[config.mk]
export PLATFORM = sky130hd
export DESIGN_NAME = text_line_cleaner_unit
export DESIGN_NICKNAME = d
export VERILOG_FILES = /design/src/hdl/tlc_pkg.sv /design/src/hdl/tlc_ram.sv /design/src/hdl/text_line_cleaner_unit.sv
export SDC_FILE = /design/constraint.sdc
export NUM_CORES = 1
export LEC_CHECK = 0
export CORE_MARGIN = 4
export CORE_UTILIZATION = 30
export DETAILED_ROUTE_END_ITERATION = 7
export DONT_BUFFER_PORTS = 1
export PLACE_DENSITY_LB_ADDON = 0.2
export REMOVE_ABC_BUFFERS = 1
export SETUP_SLACK_MARGIN = 0.2
export SYNTH_ARGS = -nofsm -noshare
export SYNTH_HDL_FRONTEND = slang
export SYNTH_SLANG_ARGS = --single-unit
[constraint.sdc]
create_clock -name clock -period 5.5 [get_ports clock]
set_input_delay 0.275 -clock clock [delete_from_list [all_inputs] [get_ports clock]]
set_output_delay 0.275 -clock clock [all_outputs]
set_load 0.02 [all_outputs]
[src/hdl/tlc_pkg.sv]
`default_nettype none

package tlc_pkg;

   localparam int PENDING_SPACE_DEPTH = 32;

   localparam logic [7:0] CH_TAB   = 8'h09;
   localparam logic [7:0] CH_LF    = 8'h0A;
   localparam logic [7:0] CH_VT    = 8'h0B;
   localparam logic [7:0] CH_FF    = 8'h0C;
   localparam logic [7:0] CH_CR    = 8'h0D;
   localparam logic [7:0] CH_SPACE = 8'h20;
   localparam logic [7:0] CH_SLASH = 8'h2F;
   localparam logic [7:0] CH_XFF   = 8'hFF;
   localparam logic [7:0] U8_E2    = 8'hE2;
   localparam logic [7:0] U8_80    = 8'h80;
   localparam logic [7:0] U8_A8    = 8'hA8;
   localparam logic [7:0] U8_A9    = 8'hA9;
   localparam logic [7:0] U8_C2    = 8'hC2;
   localparam logic [7:0] U8_85    = 8'h85;
   localparam logic [7:0] U8_A0    = 8'hA0;
   localparam logic [7:0] BOM_0    = 8'hEF;
   localparam logic [7:0] BOM_1    = 8'hBB;
   localparam logic [7:0] BOM_2    = 8'hBF;

   localparam logic [15:0] LINE_COUNT_MAX = 16'hFFFF;
   localparam logic [1:0]  BOM_DONE       = 2'd3;
   localparam logic [1:0]  BOM_LAST_POS   = 2'd2;

   typedef struct packed {
      logic [7:0] in_byte;
      logic       in_last;
   } req_type;

   typedef struct packed {
      logic [7:0]  out_byte;
      logic        line_end;
      logic        stream_end;
      logic [15:0] line_count;
      logic        ws_dropped;
      logic        run_last;
   } rsp_type;

   typedef enum logic [6:0] {
      ST_IDLE   = 7'b0000001,
      ST_DECIDE = 7'b0000010,
      ST_WR2    = 7'b0000100,
      ST_FL_RD  = 7'b0001000,
      ST_FL_WR  = 7'b0010000,
      ST_TEXT   = 7'b0100000,
      ST_FINISH = 7'b1000000
   } state_type;

endpackage

`default_nettype wire

[src/hdl/tlc_ram.sv]
`default_nettype none

module tlc_ram #(
   parameter int WIDTH = 8,
   parameter int DEPTH = 32,
   localparam int AW = (DEPTH > 1) ? $clog2(DEPTH) : 1
) (
   input  wire logic             clock,
   input  wire logic             wr_en,
   input  wire logic [AW-1:0]    wr_addr,
   input  wire logic [WIDTH-1:0] wr_data,
   input  wire logic             rd_en,
   input  wire logic [AW-1:0]    rd_addr,
   output logic      [WIDTH-1:0] rd_data
);

   logic [WIDTH-1:0] mem [DEPTH];

   always_ff @(posedge clock) begin
      if (wr_en) begin
         mem[wr_addr] <= wr_data;
      end
      if (rd_en) begin
         rd_data <= mem[rd_addr];
      end
   end

endmodule

`default_nettype wire

[src/hdl/text_line_cleaner_unit.sv]
// text_line_cleaner_unit: cleans a text file streamed in one byte per transfer.
// Input channel req_*: one raw file byte per transfer, in_last set on the final byte.
// Output channel rsp_*: cleaned line bytes, a zero terminator item after each kept
// line, and after the final byte one end item that carries the kept-line count.
// A leading byte order mark, comments, blank lines and outer whitespace are removed;
// interior whitespace is held in a small RAM and released before the next text byte.
// Steps: a byte is taken in the idle state and decided in the decide state, and a
// text byte is then output in the text state. Up to two bytes wait as lookahead
// before a decision is made, so a byte that only fills the lookahead is just taken.
// Each held whitespace byte released is read from the RAM and then output; a
// two-byte whitespace sequence passes through an extra RAM write state. The final
// byte decides every waiting byte plus the implied newline (up to 4 decisions) and
// then gives the end item. run_last marks the last result item caused by a transfer.
// Reset is synchronous; it empties the lookahead and clears all line state. After
// the end item the unit returns to that state by itself and the next byte starts a
// new file. A stall on rsp_ready holds the result register and the unit waits;
// req_ready is high only in the idle state.
`default_nettype none

module text_line_cleaner_unit #(
   parameter int PENDING_SPACE_DEPTH = tlc_pkg::PENDING_SPACE_DEPTH
) (
   input  wire logic             clock,
   input  wire logic             reset,
   input  wire logic             req_valid,
   output logic                  req_ready,
   input  wire tlc_pkg::req_type req_data,
   output logic                  rsp_valid,
   input  wire logic             rsp_ready,
   output tlc_pkg::rsp_type      rsp_data
);

   localparam int AW = (PENDING_SPACE_DEPTH > 1) ? $clog2(PENDING_SPACE_DEPTH) : 1;
   localparam int CW = $clog2(PENDING_SPACE_DEPTH + 1);

   tlc_pkg::state_type state_ff, state_in;
   logic [1:0]         bom_ff, bom_in;
   logic [3:0][7:0]    win_ff, win_in;
   logic [2:0]         wn_ff, wn_in;
   logic               last_ff, last_in;
   logic               in_text_ff, in_text_in;
   logic               comment_ff, comment_in;
   logic               has_text_ff, has_text_in;
   logic [CW-1:0]      count_ff, count_in;
   logic [CW-1:0]      idx_ff, idx_in;
   logic [15:0]        kept_ff, kept_in;
   logic               pend_ovf_ff, pend_ovf_in;
   logic               line_ovf_ff, line_ovf_in;
   logic               rsp_valid_ff, rsp_valid_in;
   tlc_pkg::rsp_type   rsp_ff, rsp_in;

   logic               ram_wr_en;
   logic [AW-1:0]      ram_wr_addr;
   logic [7:0]         ram_wr_data;
   logic               ram_rd_en;
   logic [AW-1:0]      ram_rd_addr;
   logic [7:0]         ram_rd_data;

   logic               accept;
   logic               can_emit;
   logic [1:0]         nl_k;
   logic [1:0]         sp_k;
   logic               is_slash2;
   logic [CW:0]        fill_sum;
   logic [15:0]        kept_sat;
   logic               emit;
   tlc_pkg::rsp_type   item;
   logic               adv;
   logic [1:0]         adv_k;
   logic [2:0]         wn_left;
   logic [3:0][7:0]    win_acc;
   logic [2:0]         wn_acc;

   tlc_ram #(
      .WIDTH (8),
      .DEPTH (PENDING_SPACE_DEPTH)
   ) u_space_ram (
      .clock   (clock),
      .wr_en   (ram_wr_en),
      .wr_addr (ram_wr_addr),
      .wr_data (ram_wr_data),
      .rd_en   (ram_rd_en),
      .rd_addr (ram_rd_addr),
      .rd_data (ram_rd_data)
   );

   assign req_ready = (state_ff == tlc_pkg::ST_IDLE);
   assign accept    = req_valid && req_ready;
   assign can_emit  = !rsp_valid_ff || rsp_ready;
   assign rsp_valid = rsp_valid_ff;
   assign rsp_data  = rsp_ff;

   // newline and whitespace recognition at the head of the window
   always_comb begin
      nl_k = 2'd0;
      if (wn_ff >= 3'd3 && win_ff[0] == tlc_pkg::U8_E2 && win_ff[1] == tlc_pkg::U8_80 &&
          (win_ff[2] == tlc_pkg::U8_A8 || win_ff[2] == tlc_pkg::U8_A9)) begin
         nl_k = 2'd3;
      end else if (wn_ff >= 3'd2 &&
                   ((win_ff[0] == tlc_pkg::CH_CR && win_ff[1] == tlc_pkg::CH_LF) ||
                    (win_ff[0] == tlc_pkg::U8_C2 && win_ff[1] == tlc_pkg::U8_85))) begin
         nl_k = 2'd2;
      end else if (wn_ff >= 3'd1 &&
                   (win_ff[0] == tlc_pkg::CH_LF || win_ff[0] == tlc_pkg::CH_VT ||
                    win_ff[0] == tlc_pkg::CH_FF || win_ff[0] == tlc_pkg::CH_CR)) begin
         nl_k = 2'd1;
      end
      sp_k = 2'd0;
      if (wn_ff >= 3'd2 && win_ff[0] == tlc_pkg::U8_C2 && win_ff[1] == tlc_pkg::U8_A0) begin
         sp_k = 2'd2;
      end else if (win_ff[0] == tlc_pkg::CH_TAB || win_ff[0] == tlc_pkg::CH_SPACE ||
                   win_ff[0] == tlc_pkg::CH_XFF) begin
         sp_k = 2'd1;
      end
      is_slash2 = (win_ff[0] == tlc_pkg::CH_SLASH) && (wn_ff >= 3'd2) &&
                  (win_ff[1] == tlc_pkg::CH_SLASH);
   end

   assign fill_sum = {1'b0, count_ff} + (CW+1)'(sp_k);
   assign kept_sat = (kept_ff == tlc_pkg::LINE_COUNT_MAX) ? kept_ff : kept_ff + 16'd1;

   // window after taking a new byte (and the implied newline on the final byte)
   always_comb begin
      win_acc = win_ff;
      for (int i = 0; i < 4; i++) begin
         if (3'(i) == wn_ff) begin
            win_acc[i] = req_data.in_byte;
         end
         if (req_data.in_last && 3'(i) == wn_ff + 3'd1) begin
            win_acc[i] = tlc_pkg::CH_LF;
         end
      end
      wn_acc = wn_ff + 3'd1 + {2'b00, req_data.in_last};
      // order mark on the first three bytes
      if (bom_ff == tlc_pkg::BOM_LAST_POS && wn_ff == 3'd2 &&
          win_ff[0] == tlc_pkg::BOM_0 && win_ff[1] == tlc_pkg::BOM_1 &&
          req_data.in_byte == tlc_pkg::BOM_2) begin
         win_acc[0] = tlc_pkg::CH_LF;
         wn_acc     = {2'b00, req_data.in_last};
      end
   end

   always_comb begin
      state_in    = state_ff;
      bom_in      = bom_ff;
      win_in      = win_ff;
      wn_in       = wn_ff;
      last_in     = last_ff;
      in_text_in  = in_text_ff;
      comment_in  = comment_ff;
      has_text_in = has_text_ff;
      count_in    = count_ff;
      idx_in      = idx_ff;
      kept_in     = kept_ff;
      pend_ovf_in = pend_ovf_ff;
      line_ovf_in = line_ovf_ff;
      ram_wr_en   = 1'b0;
      ram_wr_addr = count_ff[AW-1:0];
      ram_wr_data = win_ff[0];
      ram_rd_en   = 1'b0;
      ram_rd_addr = idx_ff[AW-1:0];
      emit        = 1'b0;
      item        = '0;
      adv         = 1'b0;
      adv_k       = 2'd1;
      wn_left     = wn_ff;

      unique case (state_ff)
         tlc_pkg::ST_IDLE: begin
            if (accept) begin
               win_in  = win_acc;
               wn_in   = wn_acc;
               last_in = req_data.in_last;
               bom_in  = (bom_ff == tlc_pkg::BOM_DONE) ? bom_ff : bom_ff + 2'd1;
               if (req_data.in_last || wn_acc == 3'd3) begin
                  state_in = tlc_pkg::ST_DECIDE;
               end
            end
         end
         tlc_pkg::ST_DECIDE: begin
            if (nl_k != 2'd0) begin
               if (!has_text_ff || can_emit) begin
                  if (has_text_ff) begin
                     emit            = 1'b1;
                     item.line_end   = 1'b1;
                     item.line_count = kept_sat;
                     item.ws_dropped = line_ovf_ff;
                     item.run_last   = !last_ff;
                     kept_in         = kept_sat;
                  end
                  in_text_in  = 1'b0;
                  comment_in  = 1'b0;
                  has_text_in = 1'b0;
                  count_in    = '0;
                  pend_ovf_in = 1'b0;
                  line_ovf_in = 1'b0;
                  adv         = 1'b1;
                  adv_k       = nl_k;
               end
            end else if (sp_k != 2'd0) begin
               if (in_text_ff && !comment_ff) begin
                  if (fill_sum <= (CW+1)'(PENDING_SPACE_DEPTH)) begin
                     ram_wr_en = 1'b1;
                     count_in  = count_ff + CW'(1);
                     if (sp_k == 2'd2) begin
                        state_in = tlc_pkg::ST_WR2;
                     end else begin
                        adv = 1'b1;
                     end
                  end else begin
                     pend_ovf_in = 1'b1;
                     adv         = 1'b1;
                     adv_k       = sp_k;
                  end
               end else begin
                  adv   = 1'b1;
                  adv_k = sp_k;
               end
            end else if (comment_ff) begin
               adv = 1'b1;
            end else if (is_slash2) begin
               comment_in  = 1'b1;
               in_text_in  = 1'b1;
               count_in    = '0;
               pend_ovf_in = 1'b0;
               adv         = 1'b1;
            end else begin
               line_ovf_in = line_ovf_ff || pend_ovf_ff;
               pend_ovf_in = 1'b0;
               idx_in      = '0;
               state_in    = (count_ff == '0) ? tlc_pkg::ST_TEXT : tlc_pkg::ST_FL_RD;
            end
         end
         tlc_pkg::ST_WR2: begin
            ram_wr_en   = 1'b1;
            ram_wr_data = win_ff[1];
            count_in    = count_ff + CW'(1);
            adv         = 1'b1;
            adv_k       = 2'd2;
         end
         tlc_pkg::ST_FL_RD: begin
            ram_rd_en = 1'b1;
            state_in  = tlc_pkg::ST_FL_WR;
         end
         tlc_pkg::ST_FL_WR: begin
            if (can_emit) begin
               emit            = 1'b1;
               item.out_byte   = ram_rd_data;
               item.line_count = kept_ff;
               item.ws_dropped = line_ovf_ff;
               if (idx_ff + CW'(1) == count_ff) begin
                  idx_in   = '0;
                  state_in = tlc_pkg::ST_TEXT;
               end else begin
                  idx_in   = idx_ff + CW'(1);
                  state_in = tlc_pkg::ST_FL_RD;
               end
            end
         end
         tlc_pkg::ST_TEXT: begin
            if (can_emit) begin
               emit            = 1'b1;
               item.out_byte   = win_ff[0];
               item.line_count = kept_ff;
               item.ws_dropped = line_ovf_ff;
               item.run_last   = !last_ff;
               count_in        = '0;
               has_text_in     = 1'b1;
               in_text_in      = 1'b1;
               adv             = 1'b1;
            end
         end
         tlc_pkg::ST_FINISH: begin
            if (can_emit) begin
               emit            = 1'b1;
               item.stream_end = 1'b1;
               item.line_count = kept_ff;
               item.run_last   = 1'b1;
               bom_in          = '0;
               wn_in           = '0;
               last_in         = 1'b0;
               in_text_in      = 1'b0;
               comment_in      = 1'b0;
               has_text_in     = 1'b0;
               count_in        = '0;
               kept_in         = '0;
               pend_ovf_in     = 1'b0;
               line_ovf_in     = 1'b0;
               state_in        = tlc_pkg::ST_IDLE;
            end
         end
         default: begin
            state_in = tlc_pkg::ST_IDLE;
         end
      endcase

      // consume decided bytes from the head of the window
      if (adv) begin
         wn_left = wn_ff - {1'b0, adv_k};
         wn_in   = wn_left;
         unique case (adv_k)
            2'd1:    win_in = {8'h00, win_ff[3:1]};
            2'd2:    win_in = {16'h0000, win_ff[3:2]};
            2'd3:    win_in = {24'h000000, win_ff[3]};
            default: win_in = win_ff;
         endcase
         if (!last_ff) begin
            state_in = tlc_pkg::ST_IDLE;
         end else if (wn_left == 3'd0) begin
            state_in = tlc_pkg::ST_FINISH;
         end else begin
            state_in = tlc_pkg::ST_DECIDE;
         end
      end
   end

   always_comb begin
      rsp_in       = rsp_ff;
      rsp_valid_in = rsp_valid_ff && !rsp_ready;
      if (emit) begin
         rsp_in       = item;
         rsp_valid_in = 1'b1;
      end
   end

   always_ff @(posedge clock) begin
      if (reset) begin
         state_ff     <= tlc_pkg::ST_IDLE;
         bom_ff       <= '0;
         wn_ff        <= '0;
         last_ff      <= 1'b0;
         in_text_ff   <= 1'b0;
         comment_ff   <= 1'b0;
         has_text_ff  <= 1'b0;
         count_ff     <= '0;
         idx_ff       <= '0;
         kept_ff      <= '0;
         pend_ovf_ff  <= 1'b0;
         line_ovf_ff  <= 1'b0;
         rsp_valid_ff <= 1'b0;
      end else begin
         state_ff     <= state_in;
         bom_ff       <= bom_in;
         wn_ff        <= wn_in;
         last_ff      <= last_in;
         in_text_ff   <= in_text_in;
         comment_ff   <= comment_in;
         has_text_ff  <= has_text_in;
         count_ff     <= count_in;
         idx_ff       <= idx_in;
         kept_ff      <= kept_in;
         pend_ovf_ff  <= pend_ovf_in;
         line_ovf_ff  <= line_ovf_in;
         rsp_valid_ff <= rsp_valid_in;
      end
   end

   always_ff @(posedge clock) begin
      win_ff <= win_in;
      rsp_ff <= rsp_in;
   end

endmodule

`default_nettype wire

After elaboration in Yosys (flattened, before gate mapping)
Memories as Yosys holds them, arrays and structs flattened. A register that Yosys moved wholly into a read port is not among the register bits. Cells that the tools add are included.

Multiplexer cells: 134. Eq/ne operators: 78. Add/subtract/negate cells: 8. Reductions and logical operators: 75. $lt $le $gt $ge: 4.

Operator list (number): $mux W7 (14); $mux W32 (3); $mux W6 (16); $mux W8 (12); $pmux W32 S3 (1); $eq A8 B8 Y1 const B (11); $mux W16 (5); $mux W18 (4); $pmux W16 S4 (1); $eq A8 B4 Y1 const B (6); $mux W1 (42); $pmux W7 S6 (1); $ne A4 B4 Y1 const B (10); $mux W17 (2); $pmux W16 S2 (1); $eq A8 B6 Y1 const B (3); $ne A3 B3 Y1 const B (8); $reduce_and A4 Y1 (6); $logic_and A1 B1 Y1 (22); $mux W2 (11); $ne A2 B2 Y1 const B (11); $pmux W6 S3 (1); $reduce_and A6 Y1 (3); $reduce_bool A3 Y1 (6); 46 further kinds (99).

Logic and storage cells: 323. Output and inout bits: 30. Memories kept: 1. Input bits: 13. Register bits: 107. Memory bits (writable): 256.

Memories: u_space_ram.mem (words 32, bits a word 8, rd ports 1, clocked after memory_dff 1, wr ports 1, line tlc_ram.sv:17) `logic [WIDTH-1:0] mem [DEPTH];`.

Logic depth before layout (Yosys ltp)
Depth after elaboration: 17. Depth in mapped cells: 22. Depth with buffers taken out: 21.

Hierarchy
Synthesis repeated with hierarchy kept, for this count alone.

Cell total of the unflattened synthesis: 1132. Area total of the unflattened synthesis: 16719.8 µm².

Modules (own cells, without submodules): tlc_ram (cells each 417, area an instance 10133.5 µm², sequential area each 7927.6 µm², times used 1); text_line_cleaner_unit (cells each 715, area an instance 6586.3 µm², sequential area each 2742.6 µm², times used 1).

Worst setup path before layout
No wires, ideal clock.

Path type: reg2reg. Start: register win_ff[4] in the netlist's numbering. End: register win_ff[16] in the netlist's numbering (enable). Slack: 0.444 ns. Cell stages (with the launch flop): 18. Clock period less this slack: 5.056 ns. Data arrival time: 4.678 ns. Path buffers: 2. Setup time: 0.378 ns. Required time: 5.122 ns. Path through: edfxtp_1 nand2b_1 or4_4 nor4_4 inv_1 fa_1 nor2b_1 nand3b_1 a21oi_1 a2111oi_2 or3_1 clkbuf_1 inv_1 ha_1 clkbuf_1 nor2_1 o21a_1 a31oi_1.

Cells in the longest elaborated chain, start to end: 15. Elaborated cells between the ends (all ways): 59. Those cells by class: 1 x add/sub; 1 x order compare; 15 x eq/ne; 19 x mux; 23 x reduce/logical.

RTL lines: start, declared (line text_line_cleaner_unit.sv:38) `logic [3:0][7:0] win_ff, win_in;`; start signal, assigned (line text_line_cleaner_unit.sv:359) `win_ff <= win_in;`; $eq A8 B4 Y1 or $eq A8 B6 Y1 (tied branches) (line text_line_cleaner_unit.sv:111) `end else if (win_ff[0] == tlc_pkg::CH_TAB || win_ff[0] == tlc_pkg::CH_SPACE ||`; $logic_or A1 B1 Y1 (2 in series) (line text_line_cleaner_unit.sv:111); $mux W1 (line text_line_cleaner_unit.sv:111); $mux W2 (line text_line_cleaner_unit.sv:109) `if (wn_ff >= 3'd2 && win_ff[0] == tlc_pkg::U8_C2 && win_ff[1] == tlc_pkg::U8_A0) begin`; $add A6 B2 Y7 (line text_line_cleaner_unit.sv:119) `assign fill_sum = {1'b0, count_ff} + (CW+1)'(sp_k);`; $le A7 B6 Y1 (line text_line_cleaner_unit.sv:202) `if (fill_sum <= (CW+1)'(PENDING_SPACE_DEPTH)) begin`; $mux W2 (line text_line_cleaner_unit.sv:202); $mux W2 (line text_line_cleaner_unit.sv:201) `if (in_text_ff && !comment_ff) begin`; $mux W2 (line text_line_cleaner_unit.sv:200) `end else if (sp_k != 2'd0) begin`; $mux W2 (line text_line_cleaner_unit.sv:181) `if (nl_k != 2'd0) begin`; $pmux W2 S2 (line text_line_cleaner_unit.sv:168) `unique case (state_ff)`; $eq A2 B2 Y1 or $eq A2 B1 Y1 (tied branches) (line text_line_cleaner_unit.sv:301) `unique case (adv_k)`; $ne A4 B1 Y1 (no source line); $reduce_and A4 Y1 (no source line) (*).

Every way passes the cells marked *; elsewhere a longest branch is shown, timed or not. A chain may end at the register's enable or synchronous reset.

Final worst setup path
Start: register wn_ff[0]. End: register win_ff[12] in the netlist's numbering (enable).

Cells in the longest elaborated chain, start to end: 14. Elaborated cells between the ends (all ways): 47. Those cells by class: 2 x add/sub; 4 x order compare; 7 x eq/ne; 18 x mux; 16 x reduce/logical.

RTL lines: start, declared (line text_line_cleaner_unit.sv:39) `logic [2:0] wn_ff, wn_in;`; start signal, assigned (line text_line_cleaner_unit.sv:344) `wn_ff <= wn_in;`; $ge A3 B2 Y1 (line text_line_cleaner_unit.sv:99, text_line_cleaner_unit.sv:109, text_line_cleaner_unit.sv:115); $logic_and A1 B1 Y1 (2 in series) (line text_line_cleaner_unit.sv:109); $mux W2 (line text_line_cleaner_unit.sv:109); $add A6 B2 Y7 (line text_line_cleaner_unit.sv:119); $le A7 B6 Y1 (line text_line_cleaner_unit.sv:202); $mux W2 (line text_line_cleaner_unit.sv:202); $mux W2 (line text_line_cleaner_unit.sv:201); $mux W2 (line text_line_cleaner_unit.sv:200); $mux W2 (line text_line_cleaner_unit.sv:181); $pmux W2 S2 (line text_line_cleaner_unit.sv:168); $eq A2 B2 Y1 or $eq A2 B1 Y1 (tied branches) (line text_line_cleaner_unit.sv:301); $ne A4 B1 Y1 (no source line); $reduce_and A4 Y1 (no source line) (*).

Marked as above.

==> key figures <==
STA
  • Fin crit period: 4.91 ns
  • Clk_skew: between 0.02 and 0.03 ns
  • Endpoints failing setup: 0
  • RSZ-0062 raised after global routing: false
  • Tcrit/Tclk final: 89.3%
  • Worst slew margin relative to its limit: 17.7%
  • Hold Vio Cnt, Final: 0
  • Max Transition Viols Final: 0
  • Actual slew at the worst max-slew pin: 1.23 ns
  • Final worst setup slack: 0.589 ns
  • Setup TNS: 0 ns
  • FMAX: 204 MHz

Clocking
  • CTS tree: built
  • Clk_lat worst skew: about 0.56 ns
  • CTS Root Cell: clkbuf_16
  • Sink Count: 371
  • Reg clk slew, reported paths: 0.07 ns
  • H-tree lvl count: 2
  • Setup repair bufs after CTS: 0
  • CTS Buffer Depth: 3
  • CTS buffer count: 41

Synth
  • Synth Area in Adders: 1.93%
  • Xor and xnor area share after synthesis: less than 1%
  • Sequential fraction of the synthesis area: 64.3%
  • Mux cell area share after synthesis: 11.3%
  • Top-area cell type share of the netlist area: 58.6%
  • Largest family of logic cells by synthesized area: simple AND/OR/NAND/NOR gates
  • Post-synthesis cell count: 1,160
  • Avg Inst Size Synth: 14.3 µm²
  • #FFs+latches synth: around 370
  • Post-synth top flop: edfxtp_1
  • Synth Area in Compound Gates: between 7 and 8%
  • Cell variety after synth: 83
  • Synth Warn #: 0
  • Simple logic cell fraction of the synthesized area: a little under an eighth
  • Ranking of synthesized cells by area: edfxtp_1, mux4_2, dfxtp_1, nand2_1, nor2_1
  • Area of the mapped netlist: 16,600 µm²
  • Async set-reset flop share out of synthesis: 0%
  • Post-synth EDFFs: 324
  • Synth area leader: edfxtp_1

Floorplanning
  • Core box area: approximately 54,000 µm²
  • Die Y: 243 µm
  • Die width: 243 µm
  • Initial Utilization: 30.6%
  • Die Area: 59,100 µm²
  • Ports: 43
  • Row count: between 80 and 90

Worst setup path
  • CP Class: flop to flop
  • Critical Path Stages: 16
  • Data required time of the critical path: 5.77 ns
  • Max incr delay on CP: 0.49 ns
  • Reg2reg start: wn_ff[0]
  • CP max stage cell: fa_1
  • Critical-path cell list: inv_1 -> ha_1 -> nor3_2 -> or2_2 -> nor4_4 -> inv_1 -> fa_1 -> nor2b_1 -> a2bb2oi_1 -> o22ai_1 -> o211a_1 -> o32a_2 -> nand2_1 -> nor2_1 -> a21oi_1 -> buf_4
  • Crit end category: flop
  • R2R depth: 16
  • Critical Path Source: wn_ff[0]
  • Startpoint Class: flop
  • Worst Path Buf+Inv: 3
  • R2R setup slack: 0.59 ns
  • Crit-path max FO: 16
  • Cell family with most CP delay: simple AND/OR/NAND/NOR gates
  • Crit path DAT: 5.18 ns
  • Most common cell on crit path: inv_1

Placement
  • Cells after DPL: 1,844
  • PortBufs: 0
  • Placed inst area: 17,600 µm²
  • DP HPWL: 27.6 mm
  • Pre-CTS WS: 0.367 ns
  • GPL Wtd Cong: approximately 0.81

Drt
  • Detailed Route Iter0 Violations: about 800
  • DRC errors left: 0
  • DRT Pass-1 Iters: 5
  • ANT nets after route: 0
  • WL/cell: 21.8 µm
  • Vias: 10,100
  • Vias per Instance: 5.23
  • Routed WL: 42.0 mm

GRT
  • Vias in the first global route: 10,100
  • Pin count of the biggest net entering global routing: between 60 and 70
  • GR Overflow Total: 0
  • Total GRT Usage: between 10 and 15%
  • Initial antenna violation count: 1
  • First-pass GRT wire length: between 60 and 70 mm

Min path
  • Worst min path class: input port to flop
  • Hold Path Origin: reset
  • WHS Path Cells: 2

Pwr
  • Worst VDD drop: about 0.00018 V
  • Lkg Pwr: a little over 0.006 µW
  • Cell Pwr Density: 360 nW/µm²

Cells and area
  • Design area: 19,100 µm²
  • Fraction of layout cells with a size suffix above 1: 19.0%
  • P&R area growth vs syn: 15.2%
  • NumNets Final: 1,244
  • Non-Filler Instances: 1,930
  • Multi-input logic area: 5630 µm²
  • Inserted Diodes: 0
  • Register area: between 10,000 and 15,000 µm²
  • Layout fillers: about 5,200

Flow run
  • Max Cap Viol: 0

Run status
  • Status: complete, no violations
## sequential cells by signal, indices dropped and copies added (netlist names), 2 cells and up
name and flops:
state_ff 7, u_space_ram.rd_data 8, bom_ff 2, count_ff 6
idx_ff 6, win_ff 32, u_space_ram.mem 256, wn_ff 3
kept_ff 16, rsp_data 28
## per-layer routing
layer	share of wire (%)	vias to the layer above	global-route usage (%)
li1	-	4638	-
met1	46	5106	19.9
met2	46	273	22.2
met3	5.5	67	3.19
met4	2.6	2	4.11
met5	0.029	-	0
## stage by stage
step	utilization, %	power (µW)	hold slack, ns
global route	35.2	7200	0.0444
global placement	32.4	4170	0.350
CTS	35.1	6970	0.0258
floorplan	-	3870	0.341
detailed placement	32.4	4180	0.352
finish	35.2	6880	0.0585
## area by class of cell
class	count	share of cell area, %
Clock inverter	18	1.17
Clock buffer	53	5.76
Inverter	29	0.570
Sequential cell	371	55.9
Timing Repair Buffer	60	2.61
Multi-Input combinational cell	703	29.4
Tap cell	696	4.56
## worst paths after layout
check / endpoint
setup reg to reg: win_ff[12]
hold / removal: pend_ovf_ff
hold reg to reg: line_ovf_ff
setup / recovery: win_ff[12]
## placed cells by master (no fill, tap or decap), types with 26 or more instances in the layout
master       n
mux4_2      80
buf_4       45
nand3_1     36
clkbuf_16   41
dfxtp_1     45
nor2_1      76
o21ai_0     47
nor3_1      26
a21oi_1     60
edfxtp_1   324
nand2_1    113
inv_1       28
## Yosys cell counts, types with 4 or more instances
master	number
xnor2_1	11
edfxtp_1	324
a221o_1	6
o21ai_0	49
a22o_1	16
a31oi_1	9
nand4b_1	7
buf_1	8
nand3b_1	9
and2_1	10
mux4_2	80
a211oi_1	5
nor3_1	26
nor3b_1	7
dfxtp_1	47
buf_2	6
nor2b_1	6
xor2_1	4
or3_1	14
mux2i_1	4
ha_1	24
nor2_1	89
nand4_1	11
inv_1	28
nor4_1	4
a21o_1	6
clkbuf_1	38
nand2_1	116
and3_1	13
nand3_1	36
or4_1	4
a21oi_1	61
nand2b_1	6
## cell families (layout without fill, tap and decap cells)
kind of cell / count (synthesis) / after routing
compound gates: 190 / 190
xor+xnor: 16 / 16
flops: 371 / 371
mux: 87 / 87
fa+ha+maj: 25 / 25
simple gates: 385 / 385
buf+inv: 86 / 160
## power breakdown
part | internal (µW) | total, µW | leakage, µW | switching, µW
sequential | 3290 | 3390 | 0.00327 | 101
combinational | 223 | 749 | 0.00224 | 525
clock | 1640 | 2750 | 0.000647 | 1100
total | 5160 | 6880 | 0.00615 | 1730
## timing repair
item                                    in CTS  in global routing
resized for setup                            0                 20
hold buffers                                15                  0
hold endpoints to repair                    74                  0
endpoints found under the setup margin       0                171
## worst reg2reg max path: cells and delay by family (launching register included)
kind            cells  cell delay [ns]
buf+inv             3             0.61
flops               1             0.38
fa+ha+maj           2             0.72
compound gates      5             1.22
simple gates        6             1.71
Note: power is estimated with default switching activity, not from simulation.
